## config.mk

```make
export PLATFORM = sky130hd
export DESIGN_NAME = utf8_to_ucs2_strict_decoder
export DESIGN_NICKNAME = d
export VERILOG_FILES = /design/src/hdl/u8u_pkg.sv /design/src/hdl/utf8_to_ucs2_strict_decoder.sv
export SDC_FILE = /design/constraint.sdc
export NUM_CORES = 1
export LEC_CHECK = 0
export BUFFER_PORTS_ARGS = -buffer_cell sky130_fd_sc_hd__buf_2
export CAP_MARGIN = 25
export CELL_PAD_IN_SITES_DETAIL_PLACEMENT = 0
export CELL_PAD_IN_SITES_GLOBAL_PLACEMENT = 1
export CORE_UTILIZATION = 38
export DETAILED_ROUTE_END_ITERATION = 6
export PLACE_DENSITY = 0.81
export SYNTH_ARGS = -nofsm -noshare
export SYNTH_HDL_FRONTEND = slang
export SYNTH_SLANG_ARGS = --single-unit
```

## constraint.sdc

```tcl
create_clock -name clk -period 3.98 [get_ports clk]
set_clock_uncertainty 0.15 [all_clocks]
set_input_delay 0.597 -clock clk [delete_from_list [all_inputs] [get_ports clk]]
set_output_delay 0.597 -clock clk [all_outputs]
set_load 0.02 [all_outputs]
```

## src/hdl/u8u_pkg.sv

```systemverilog
// Package with widths and result status codes of the UTF-8 to UCS-2 decoder.
package u8u_pkg;

  localparam int BYTE_W  = 8;
  localparam int UNIT_W  = 16;
  localparam int COUNT_W = 8;
  localparam int STAT_W  = 2;
  localparam int APB_AW  = 1;
  localparam int APB_DW  = 32;

  // Register addresses on the configuration port.
  localparam logic [APB_AW-1:0] ADDR_MAX_UNITS = 1'b0;

  localparam logic [COUNT_W-1:0] MAX_UNITS_RST = 8'd64;

  // Result status codes.
  localparam logic [STAT_W-1:0] ST_UNIT  = 2'd0;
  localparam logic [STAT_W-1:0] ST_DONE  = 2'd1;
  localparam logic [STAT_W-1:0] ST_ERROR = 2'd2;

  // Surrogate range, never a legal UCS-2 unit here.
  localparam logic [UNIT_W-1:0] SURR_LO = 16'hD800;
  localparam logic [UNIT_W-1:0] SURR_HI = 16'hDFFF;

endpackage

```

## src/hdl/utf8_to_ucs2_strict_decoder.sv

```systemverilog
// Pipeline: an item is registered in the input register at acceptance and its result,
// if any, in the result register when that register is free or being drained.
// Throughput: one byte per cycle unless stalled; the decode state is the only loop.
// Reset (rst_n low, synchronous): decode state, unit count and skip flag clear,
// both pipeline registers empty, max_units returns to 64.
module utf8_to_ucs2_strict_decoder (
  input  logic                         clk,
  input  logic                         rst_n,
  input  logic                         in_valid,
  output logic                         in_stall,
  input  logic [u8u_pkg::BYTE_W-1:0]   in_byte,
  output logic                         out_valid,
  input  logic                         out_stall,
  output logic [u8u_pkg::UNIT_W-1:0]   out_code_unit,
  output logic [u8u_pkg::STAT_W-1:0]   out_status,
  output logic [u8u_pkg::COUNT_W-1:0]  out_unit_count,
  input  logic                         psel,
  input  logic                         penable,
  input  logic                         pwrite,
  input  logic [u8u_pkg::APB_AW-1:0]   paddr,
  input  logic [u8u_pkg::APB_DW-1:0]   pwdata,
  output logic [u8u_pkg::APB_DW-1:0]   prdata,
  output logic                         pready
);
  import u8u_pkg::*;

  // Configuration register.
  logic [COUNT_W-1:0] max_units_r;

  // Input register.
  logic               s1_valid_r;
  logic [BYTE_W-1:0]  s1_byte_r;

  // Decode state.
  logic [1:0]         pending_r, pending_nxt;
  logic [1:0]         seq_len_r, seq_len_nxt;
  logic [UNIT_W-1:0]  partial_r, partial_nxt;
  logic [COUNT_W-1:0] units_r, units_nxt;
  logic               skip_r, skip_nxt;

  // Result register.
  logic               out_valid_r;
  logic [UNIT_W-1:0]  out_unit_r;
  logic [STAT_W-1:0]  out_status_r;
  logic [COUNT_W-1:0] out_count_r;

  // Result of the item in the input register.
  logic               res_valid;
  logic [UNIT_W-1:0]  res_unit;
  logic [STAT_W-1:0]  res_status;
  logic [COUNT_W-1:0] res_count;

  logic               advance;
  logic               do_emit;
  logic               do_fail;
  logic [UNIT_W-1:0]  emit_cp;
  logic [UNIT_W-1:0]  gathered;
  logic               wr_en;

  // The input register moves on when the result register is free or being drained.
  assign advance  = !out_valid_r || !out_stall;
  assign in_stall = s1_valid_r && !advance;

  // APB access: writes land on the access phase, reads are always ready.
  assign pready = 1'b1;
  assign wr_en  = psel && penable && pwrite && (paddr == ADDR_MAX_UNITS);
  assign prdata = (paddr == ADDR_MAX_UNITS) ? {{(APB_DW-COUNT_W){1'b0}}, max_units_r}
                                            : '0;

  // Code point after appending the low six bits of a continuation byte.
  assign gathered = {partial_r[UNIT_W-7:0], s1_byte_r[5:0]};

  // Byte classification and decode state update.
  always_comb begin
    pending_nxt = pending_r;
    seq_len_nxt = seq_len_r;
    partial_nxt = partial_r;
    units_nxt   = units_r;
    skip_nxt    = skip_r;
    res_valid   = 1'b0;
    res_unit    = '0;
    res_status  = ST_UNIT;
    res_count   = units_r;
    do_emit     = 1'b0;
    do_fail     = 1'b0;
    emit_cp     = '0;

    if (skip_r) begin
      // Bytes after an error are dropped; the terminator restarts decoding.
      if (s1_byte_r == '0) begin
        skip_nxt    = 1'b0;
        pending_nxt = '0;
        seq_len_nxt = '0;
        partial_nxt = '0;
        units_nxt   = '0;
      end
    end else if (s1_byte_r == '0) begin
      // Terminator: done, or an error when a sequence is still open.
      res_valid   = 1'b1;
      res_status  = (pending_r != '0) ? ST_ERROR : ST_DONE;
      pending_nxt = '0;
      seq_len_nxt = '0;
      partial_nxt = '0;
      units_nxt   = '0;
    end else if (pending_r == '0) begin
      // Lead byte.
      if (!s1_byte_r[7]) begin
        do_emit = 1'b1;
        emit_cp = {{(UNIT_W-BYTE_W){1'b0}}, s1_byte_r};
      end else if (s1_byte_r[7:5] == 3'b110) begin
        partial_nxt = {{(UNIT_W-5){1'b0}}, s1_byte_r[4:0]};
        pending_nxt = 2'd1;
        seq_len_nxt = 2'd2;
      end else if (s1_byte_r[7:4] == 4'b1110) begin
        partial_nxt = {{(UNIT_W-4){1'b0}}, s1_byte_r[3:0]};
        pending_nxt = 2'd2;
        seq_len_nxt = 2'd3;
      end else begin
        do_fail = 1'b1;
      end
    end else if (s1_byte_r[7:6] != 2'b10) begin
      // Anything but a continuation byte inside a sequence.
      do_fail = 1'b1;
    end else if (pending_r != 2'd1) begin
      partial_nxt = gathered;
      pending_nxt = pending_r - 2'd1;
    end else begin
      // Last continuation byte: check for overlong forms and surrogates.
      pending_nxt = '0;
      seq_len_nxt = '0;
      partial_nxt = '0;
      if (seq_len_r == 2'd2) begin
        do_fail = (gathered < 16'h0080);
      end else begin
        do_fail = (gathered < 16'h0800) || ((gathered >= SURR_LO) && (gathered <= SURR_HI));
      end
      do_emit = !do_fail;
      emit_cp = gathered;
    end

    // A unit beyond the capacity turns into an error.
    if (do_emit && (units_r >= max_units_r)) begin
      do_emit = 1'b0;
      do_fail = 1'b1;
    end

    if (do_emit) begin
      units_nxt = units_r + 8'd1;
      res_valid = 1'b1;
      res_unit  = emit_cp;
      res_count = units_r + 8'd1;
    end

    if (do_fail) begin
      pending_nxt = '0;
      seq_len_nxt = '0;
      partial_nxt = '0;
      skip_nxt    = 1'b1;
      res_valid   = 1'b1;
      res_status  = ST_ERROR;
      res_unit    = '0;
      res_count   = units_r;
    end
  end

  // Registers: configuration, input stage, decode state and result.
  always_ff @(posedge clk) begin
    if (!rst_n) begin
      max_units_r <= MAX_UNITS_RST;
      s1_valid_r  <= 1'b0;
      pending_r   <= '0;
      seq_len_r   <= '0;
      partial_r   <= '0;
      units_r     <= '0;
      skip_r      <= 1'b0;
      out_valid_r <= 1'b0;
    end else begin
      if (wr_en) begin
        max_units_r <= pwdata[COUNT_W-1:0];
      end

      if (in_valid && !in_stall) begin
        s1_valid_r <= 1'b1;
      end else if (advance) begin
        s1_valid_r <= 1'b0;
      end

      if (s1_valid_r && advance) begin
        pending_r <= pending_nxt;
        seq_len_r <= seq_len_nxt;
        partial_r <= partial_nxt;
        units_r   <= units_nxt;
        skip_r    <= skip_nxt;
      end

      if (advance) begin
        out_valid_r <= s1_valid_r && res_valid;
      end
    end
  end

  // Payload registers need no reset.
  always_ff @(posedge clk) begin
    if (in_valid && !in_stall) begin
      s1_byte_r <= in_byte;
    end
    if (advance && s1_valid_r && res_valid) begin
      out_unit_r   <= res_unit;
      out_status_r <= res_status;
      out_count_r  <= res_count;
    end
  end

  assign out_valid      = out_valid_r;
  assign out_code_unit  = out_unit_r;
  assign out_status     = out_status_r;
  assign out_unit_count = out_count_r;

endmodule

```

==> results of run 1 <==
## logic make-up (layout without fill, tap and decap cells)
group,count (synthesis),after routing,synth area share
adder cells (fa/ha/maj),10,10,0.0381
AND/OR/NAND/NOR,117,117,0.187
XOR/XNOR,6,6,0.0160
other,2,25,0.00229
AO/OA/AOI/OAI,68,68,0.141
multiplexers,5,5,0.0160
flip-flops,67,67,0.513
buffers and inverters,49,89,0.0877
## registers in the layout, indices dropped and copies added, names as in the netlist
| name | flops |
|---|---|
| units_r | 8 |
| out_unit_count | 8 |
| skip_r | 1 |
| out_code_unit | 16 |
| out_valid | 1 |
| partial_r | 10 |
| out_status | 2 |
| seq_len_r | 2 |
| max_units_r | 8 |
| pending_r | 2 |
| s1_valid_r | 1 |
| s1_byte_r | 8 |
## worst max-delay path, cell delays in order, from the launching register on
cell and delay, ns:
sky130_fd_sc_hd__edfxtp_1 0.48, sky130_fd_sc_hd__and3b_1 0.47, sky130_fd_sc_hd__o21ai_0 0.19, sky130_fd_sc_hd__a311o_1 0.48, sky130_fd_sc_hd__nor3_4 0.49, sky130_fd_sc_hd__ha_1 0.34, sky130_fd_sc_hd__mux2i_1 0.19
## stage by stage
stage               setup slack, ns  hold slack, ns
floorplan                     0.480           0.269
global placement               1.13           0.277
detailed placement             1.09           0.288
CTS                            1.06           0.257
global route                  0.863           0.257
finish                         1.02           0.277
## routing by layer
layer / up-vias / global-route usage / wire (um)
met2: 81 / 0.225 / 2920
met3: 8 / 0.0354 / 361
li1: 1242 / - / -
met1: 1161 / 0.214 / 3150
met4: 0 / 0.0758 / 103
met5: - / 0 / 0
## worst min path at each step
stage                       from            to  slack (ns)  cells after the start
global route          in_byte[6]  s1_byte_r[6]        0.26                      1
CTS                   in_byte[0]  s1_byte_r[0]        0.26                      1
detailed placement  seq_len_r[1]  seq_len_r[1]        0.29                      1
floorplan           seq_len_r[1]  seq_len_r[1]        0.27                      1
global placement    seq_len_r[1]  seq_len_r[1]        0.28                      1
finish                in_byte[0]  s1_byte_r[0]        0.28                      1
## layout make-up
class	instances	area share
Sequential cell	67	0.442
Inverter	12	0.0118
Clock inverter	5	0.0220
Tap cell	105	0.0345
Multi-Input combinational cell	231	0.368
Clock buffer	11	0.0398
Timing Repair Buffer	61	0.0816
## layout by cell type, fill, tap and decap left out, drive strengths merged, types with 3 or more instances in the layout
cell / netlist / routed
dfxtp: 33 / 33
a22o: 10 / 10
or2: 4 / 4
nor2: 20 / 20
a21o: 5 / 5
nor2b: 5 / 5
nand3b: 3 / 3
inv: 12 / 13
ha: 10 / 10
a21oi: 19 / 19
nor4: 4 / 4
conb: 2 / 25
nand3: 10 / 10
xnor2: 3 / 3
and2: 8 / 8
edfxtp: 34 / 34
nor3: 5 / 5
buf: 28 / 61
nand2: 35 / 35
mux2i: 3 / 3
or4: 4 / 4
and3: 11 / 11
xor2: 3 / 3
o21ai: 15 / 15
clkbuf: 9 / 11
## power groups by stage
stage	clock network, mW	logic, mW	registers [mW]
floorplan	0	0.112	0.789
global placement	0	0.147	0.777
detailed placement	0	0.150	0.777
CTS	0.667	0.150	0.761
global route	0.695	0.165	0.764
finish	0.650	0.150	0.761
==> implementation parameters, run 1 <==
Parameter                              Value

Status
  Outcome ... complete, no violations

Pwr
  Cell area power density ... 410 mW/mm^2
  Static Leakage ... 1.60 nW
  Peak VDD IR ... 0.161 mV
  Design internal power ... 1.18 mW
  Combinational Power Share ... 0.096
  Psw ... 0.378 mW
  Switching portion of total power ... 0.242
  Power consumption ... 1.56 mW
  Flop pwr share ... 0.488
  Clock network fraction of total power ... 0.417

Synthesis
  Most numerous cell in the Yosys netlist ... sky130_fd_sc_hd__nand2_1
  Proportion of synthesized flip-flops having asynchronous set or reset ... 0
  Proportion of netlist area held by the largest area contributor ... 0.311
  Synth cell count leaders ... sky130_fd_sc_hd__nand2_1 (35), sky130_fd_sc_hd__edfxtp_1 (34), sky130_fd_sc_hd__dfxtp_1 (33)
  Yosys warning total ... 0
  #FFs+latches synth ... 67
  Mean Syn Cell Area ... 10.1 um^2
  Distinct cell type count after synthesis ... 54
  Post-synth top flop ... sky130_fd_sc_hd__edfxtp_1
  Number of standard cells after synthesis ... 324
  Netlist Area Pre-Place ... 0.00328 mm^2
  Number of synthesized flops with an enable pin ... 34
  Part of the Yosys area used for sequential elements ... 0.513
  Area contributors post-synth ... sky130_fd_sc_hd__edfxtp_1 (31%), sky130_fd_sc_hd__dfxtp_1 (20%), sky130_fd_sc_hd__buf_4 (5.7%)
  Leading area contributor after synthesis ... sky130_fd_sc_hd__edfxtp_1

Finish
  Area used by sequential logic in the layout ... 0.00168 mm^2
  Number of diodes ... 0
  Net count reported at finish ... 440
  # fillers ... 802
  Layout Cells excl Fill ... 492
  Core Util, Final ... 0.458
  Area added between synthesis and finish ... 16.0%
  Fraction of layout cells with a size suffix above 1 ... 0.222
  Combined area of the multi-input logic cells ... 0.00140 mm^2
  Area of all placed cells without fillers ... 0.00380 mm^2

Clocking
  CTS buffer count ... 9
  Root cell of the clock tree ... sky130_fd_sc_hd__clkbuf_8
  Worst-path clk slew ... 0.07 ns
  Post-cts resize count ... 0
  Source-to-sink clock delay at the later pin of the worst-skew pair ... 0.35 ns
  H-tree lvl count ... 3
  Total setup buffers inserted after CTS ... 0
  TritonCTS Sinks ... 67
  Total of hold buffers inserted after clock tree synthesis ... 0
  Max Buffers Root-to-Sink ... 2
  TritonCTS clock tree ... done

Floorplanning
  Core footprint ... 0.00830 mm^2
  Floorplan die area ... 0.00901 mm^2
  Effective utilization at floorplan ... 0.395
  Number of placement rows ... 33
  I/O pin count ... 109
  Width of the chip ... 94.9 um
  Height of the die ... 94.9 um

Setup path
  Startpoint types ... flip-flop
  Reg2reg setup slack ... 1.02 ns
  Depth of the worst register-to-register path ... 6
  Critical path destination ... out_unit_count[0]
  Data required time at the worst endpoint ... 3.99 ns
  Type of the worst setup path ... flip-flop to flip-flop
  Worst Path Arrival ... 2.98 ns
  Element type at the critical path end ... flip-flop
  Capture point of the worst reg-to-reg path ... out_unit_count[0]
  Beginning of the worst register-to-register path ... s1_byte_r[6]
  Worst Setup SP ... s1_byte_r[6]
  Largest fanout on the critical path ... 14

Timing
  Number of pins exceeding their max-slew limit in the final report ... 0
  Highest Clock Rate ... 0.337 GHz
  Hold violation total from the final report ... 0
  Worst-Margin Slew ... 0.657 ns
  Worst-case headroom to the max-slew limit ... 0.561
  Unrepaired setup endpoints after global routing ... no
  Share of the clock period used by the worst path ... 0.745
  Final setup violation count ... 0
  TNS Setup ... 0 ns
  Final period demand of the worst path ... 2.96 ns

Drt
  Per-cell routed wire length ... 13.3 um
  TritonRoute pass-1 iters ... 4
  Total detailed-routing wirelength ... 6540 um
  Drt first-iter violations ... 138
  Residual antenna-violating net count after detailed routing ... 0
  DR vias/cell ... 5.07
  Drc violations ... 0
  Vias after detailed routing ... 2492

Placed design
  Count of input and output buffers ... 59
  HPWL after DPL ... 4770 um
  Cell count after placement ... 476
  Routability-driven placement congestion ratio ... 0.814
  Placed instance area ... 0.00357 mm^2

Global routing
  Pin count of the biggest net entering global routing ... 27
  Gr usage total ... 0.154
  Number of global-route vias before repair ... 2125
  Remaining Overflow, GRT ... 0
  Wire length of the first global-routing pass ... 10500 um
  Antenna violations before repair ... 0

Flow run
  Number of max-cap violations ... 0

Worst hold path
  Class of the worst hold path ... input pin to flip-flop
Note: power is estimated with default switching activity, not from simulation.
==> run 2: changes to the inputs <==
Settings changed: CORE_UTILIZATION 38 to 34, PLACE_DENSITY 0.81 to 0.77.
Clock period 3.98 ns to 2.5 ns, I/O delays scaled along.
==> run 2 against run 1 <==
Sequential power grew 59%. Worst hold slack worse by 0.23 ns. Clock power rose by 52%. Global-route usage increased by 0.50 points. Via count grew 9.8%. Core utilization is 1.8 points higher. Critical path type unchanged.
==> implementation parameters, run 2 (synthesized netlist as in run 1, its figures left out) <==
Parameter                              Value

Setup path
  Reg2reg setup slack ... 0.07 ns
  Worst Path Arrival ... 2.46 ns
  Slowest stage cell on the critical path ... sky130_fd_sc_hd__or4_4
  Element type at the critical path end ... flip-flop
  Data required time at the worst endpoint ... 2.53 ns
  Startpoint types ... flip-flop
  Largest fanout on the critical path ... 6
  CP cell instances ... or4_4 > o21ai_2 > a311o_1 > buf_6 > nor3_4 > ha_1 > mux2i_1
  Type of the worst setup path ... flip-flop to flip-flop
  Slowest stage delay, CP ... 0.57 ns

Clocking
  Root cell of the clock tree ... sky130_fd_sc_hd__clkbuf_8
  Total of hold buffers inserted after clock tree synthesis ... 0
  TritonCTS Sinks ... 67
  TritonCTS clock tree ... done
  Max Buffers Root-to-Sink ... 2
  H-tree lvl count ... 3
  Source-to-sink clock delay at the later pin of the worst-skew pair ... 0.35 ns
  CTS buffer count ... 9
  Worst-path clk slew ... 0.07 ns

Drt
  Drt first-iter violations ... 149
  Vias after detailed routing ... 2736
  Total detailed-routing wirelength ... 7540 um
  Drc violations ... 0
  DR vias/cell ... 4.72
  TritonRoute pass-1 iters ... 4
  Per-cell routed wire length ... 13.0 um
  Residual antenna-violating net count after detailed routing ... 0

Timing
  Share of the clock period used by the worst path ... 0.973
  Highest Clock Rate ... 0.411 GHz
  Number of pins exceeding their max-slew limit in the final report ... 0
  Final setup violation count ... 0
  Final period demand of the worst path ... 2.43 ns
  TNS Setup ... 0 ns
  Hold violation total from the final report ... 0

Finish
  Area added between synthesis and finish ... 34.9%
  Core Util, Final ... 0.477
  Leading cell type in the layout, fill and taps excluded ... sky130_fd_sc_hd__buf_4
  Max reg flops ... 16
  Net count reported at finish ... 504
  Fraction of layout cells with a size suffix above 1 ... 0.368
  Leading cell types in the layout, fill and taps excluded ... sky130_fd_sc_hd__buf_4 (60), sky130_fd_sc_hd__buf_2 (59), sky130_fd_sc_hd__nand2_1 (35)
  Number of diodes ... 0
  # fillers ... 883
  Layout Cells excl Fill ... 580

Global routing
  Pin count of the biggest net entering global routing ... 16
  Number of global-route vias before repair ... 2466
  Wire length of the first global-routing pass ... 12200 um
  Antenna violations before repair ... 0
  Gr usage total ... 0.159
  Remaining Overflow, GRT ... 0

Floorplanning
  Floorplan die area ... 0.0100 mm^2
  Number of placement rows ... 35
  Effective utilization at floorplan ... 0.353
  Height of the die ... 100 um
  Width of the chip ... 100 um
  Core footprint ... 0.00928 mm^2
  I/O pin count ... 109

Placed design
  Routability-driven placement congestion ratio ... 0.821
  Cell count after placement ... 551
  Count of input and output buffers ... 59
  HPWL after DPL ... 5470 um

Pwr
  Peak VDD IR ... 0.274 mV
  Flop pwr share ... 0.477
  Clock network fraction of total power ... 0.391
  Static Leakage ... 1.93 nW
  Switching portion of total power ... 0.255
  Cell area power density ... 573 mW/mm^2
  Combinational Power Share ... 0.132
  Power consumption ... 2.53 mW
  Design internal power ... 1.89 mW
  Psw ... 0.646 mW

Flow run
  Number of max-cap violations ... 0

Worst hold path
  Class of the worst hold path ... input pin to flip-flop

Status
  Outcome ... complete, no violations
run 2: stage by stage:
| stage | cell area, um^2 | worst slack [ns] | hold WS (ns) |
|---|---|---|---|
| after global routing | 4430 | -0.0302 | 0.0354 |
| after detailed placement | 4000 | -0.296 | 0.290 |
| after floorplan | 3380 | -0.0838 | 0.269 |
| after global placement | 4000 | -0.176 | 0.278 |
| final | 4430 | 0.0670 | 0.0505 |
| after CTS | 4270 | 0.00297 | 0.0405 |
run 2: worst paths after layout:
kind                                startpoint                end  cells after the start
worst max-delay path              s1_byte_r[7]  out_unit_count[0]                      7
worst min-delay path                in_byte[6]       s1_byte_r[6]                      1
worst max register to register    s1_byte_r[7]  out_unit_count[0]                      7
worst min register to register  max_units_r[7]     max_units_r[7]                      2
run 2: cell type report:
type	instances	area, um^2	share of cell area
clock buffers	9	124	0.0280
flip-flops and latches	67	1690	0.381
clock inverters	7	91.3	0.0206
inverters	12	45.0	0.0102
multi-input cells	232	1500	0.338
repair buffers	124	820	0.185
well taps	129	161	0.0365
run 2: power by group through the flow:
stage | Combinational (mW) | Clock [mW] | Sequential, mW
after floorplan | 0.184 | 0 | 1.26
after global placement | 0.290 | 0 | 1.23
after detailed placement | 0.295 | 0 | 1.23
after CTS | 0.311 | 1.01 | 1.21
after global routing | 0.365 | 1.06 | 1.21
final | 0.336 | 0.990 | 1.21
run 2: metal layers:
| layer | GRT usage | vias up | share of wire |
|---|---|---|---|
| met1 | 0.229 | 1274 | 0.49 |
| met5 | 0 | - | 0 |
| li1 | - | 1366 | - |
| met4 | 0.0635 | 0 | 0.015 |
| met2 | 0.231 | 86 | 0.44 |
| met3 | 0.0362 | 10 | 0.057 |
run 2: worst max-delay path: cells and delay by family (launching register included):
kind	cells	cell delay, ns
flip-flops	1	0.49
AO/OA/AOI/OAI	2	0.39
AND/OR/NAND/NOR	2	0.63
buffers and inverters	1	0.14
multiplexers	1	0.17
adder cells (fa/ha/maj)	1	0.29
run 2: timing repair:
action,in CTS,in global routing
buffers inserted,2,10
pin swaps,2,9
cloned,1,0
resized for setup,2,23
setup endpoints to repair,31,68
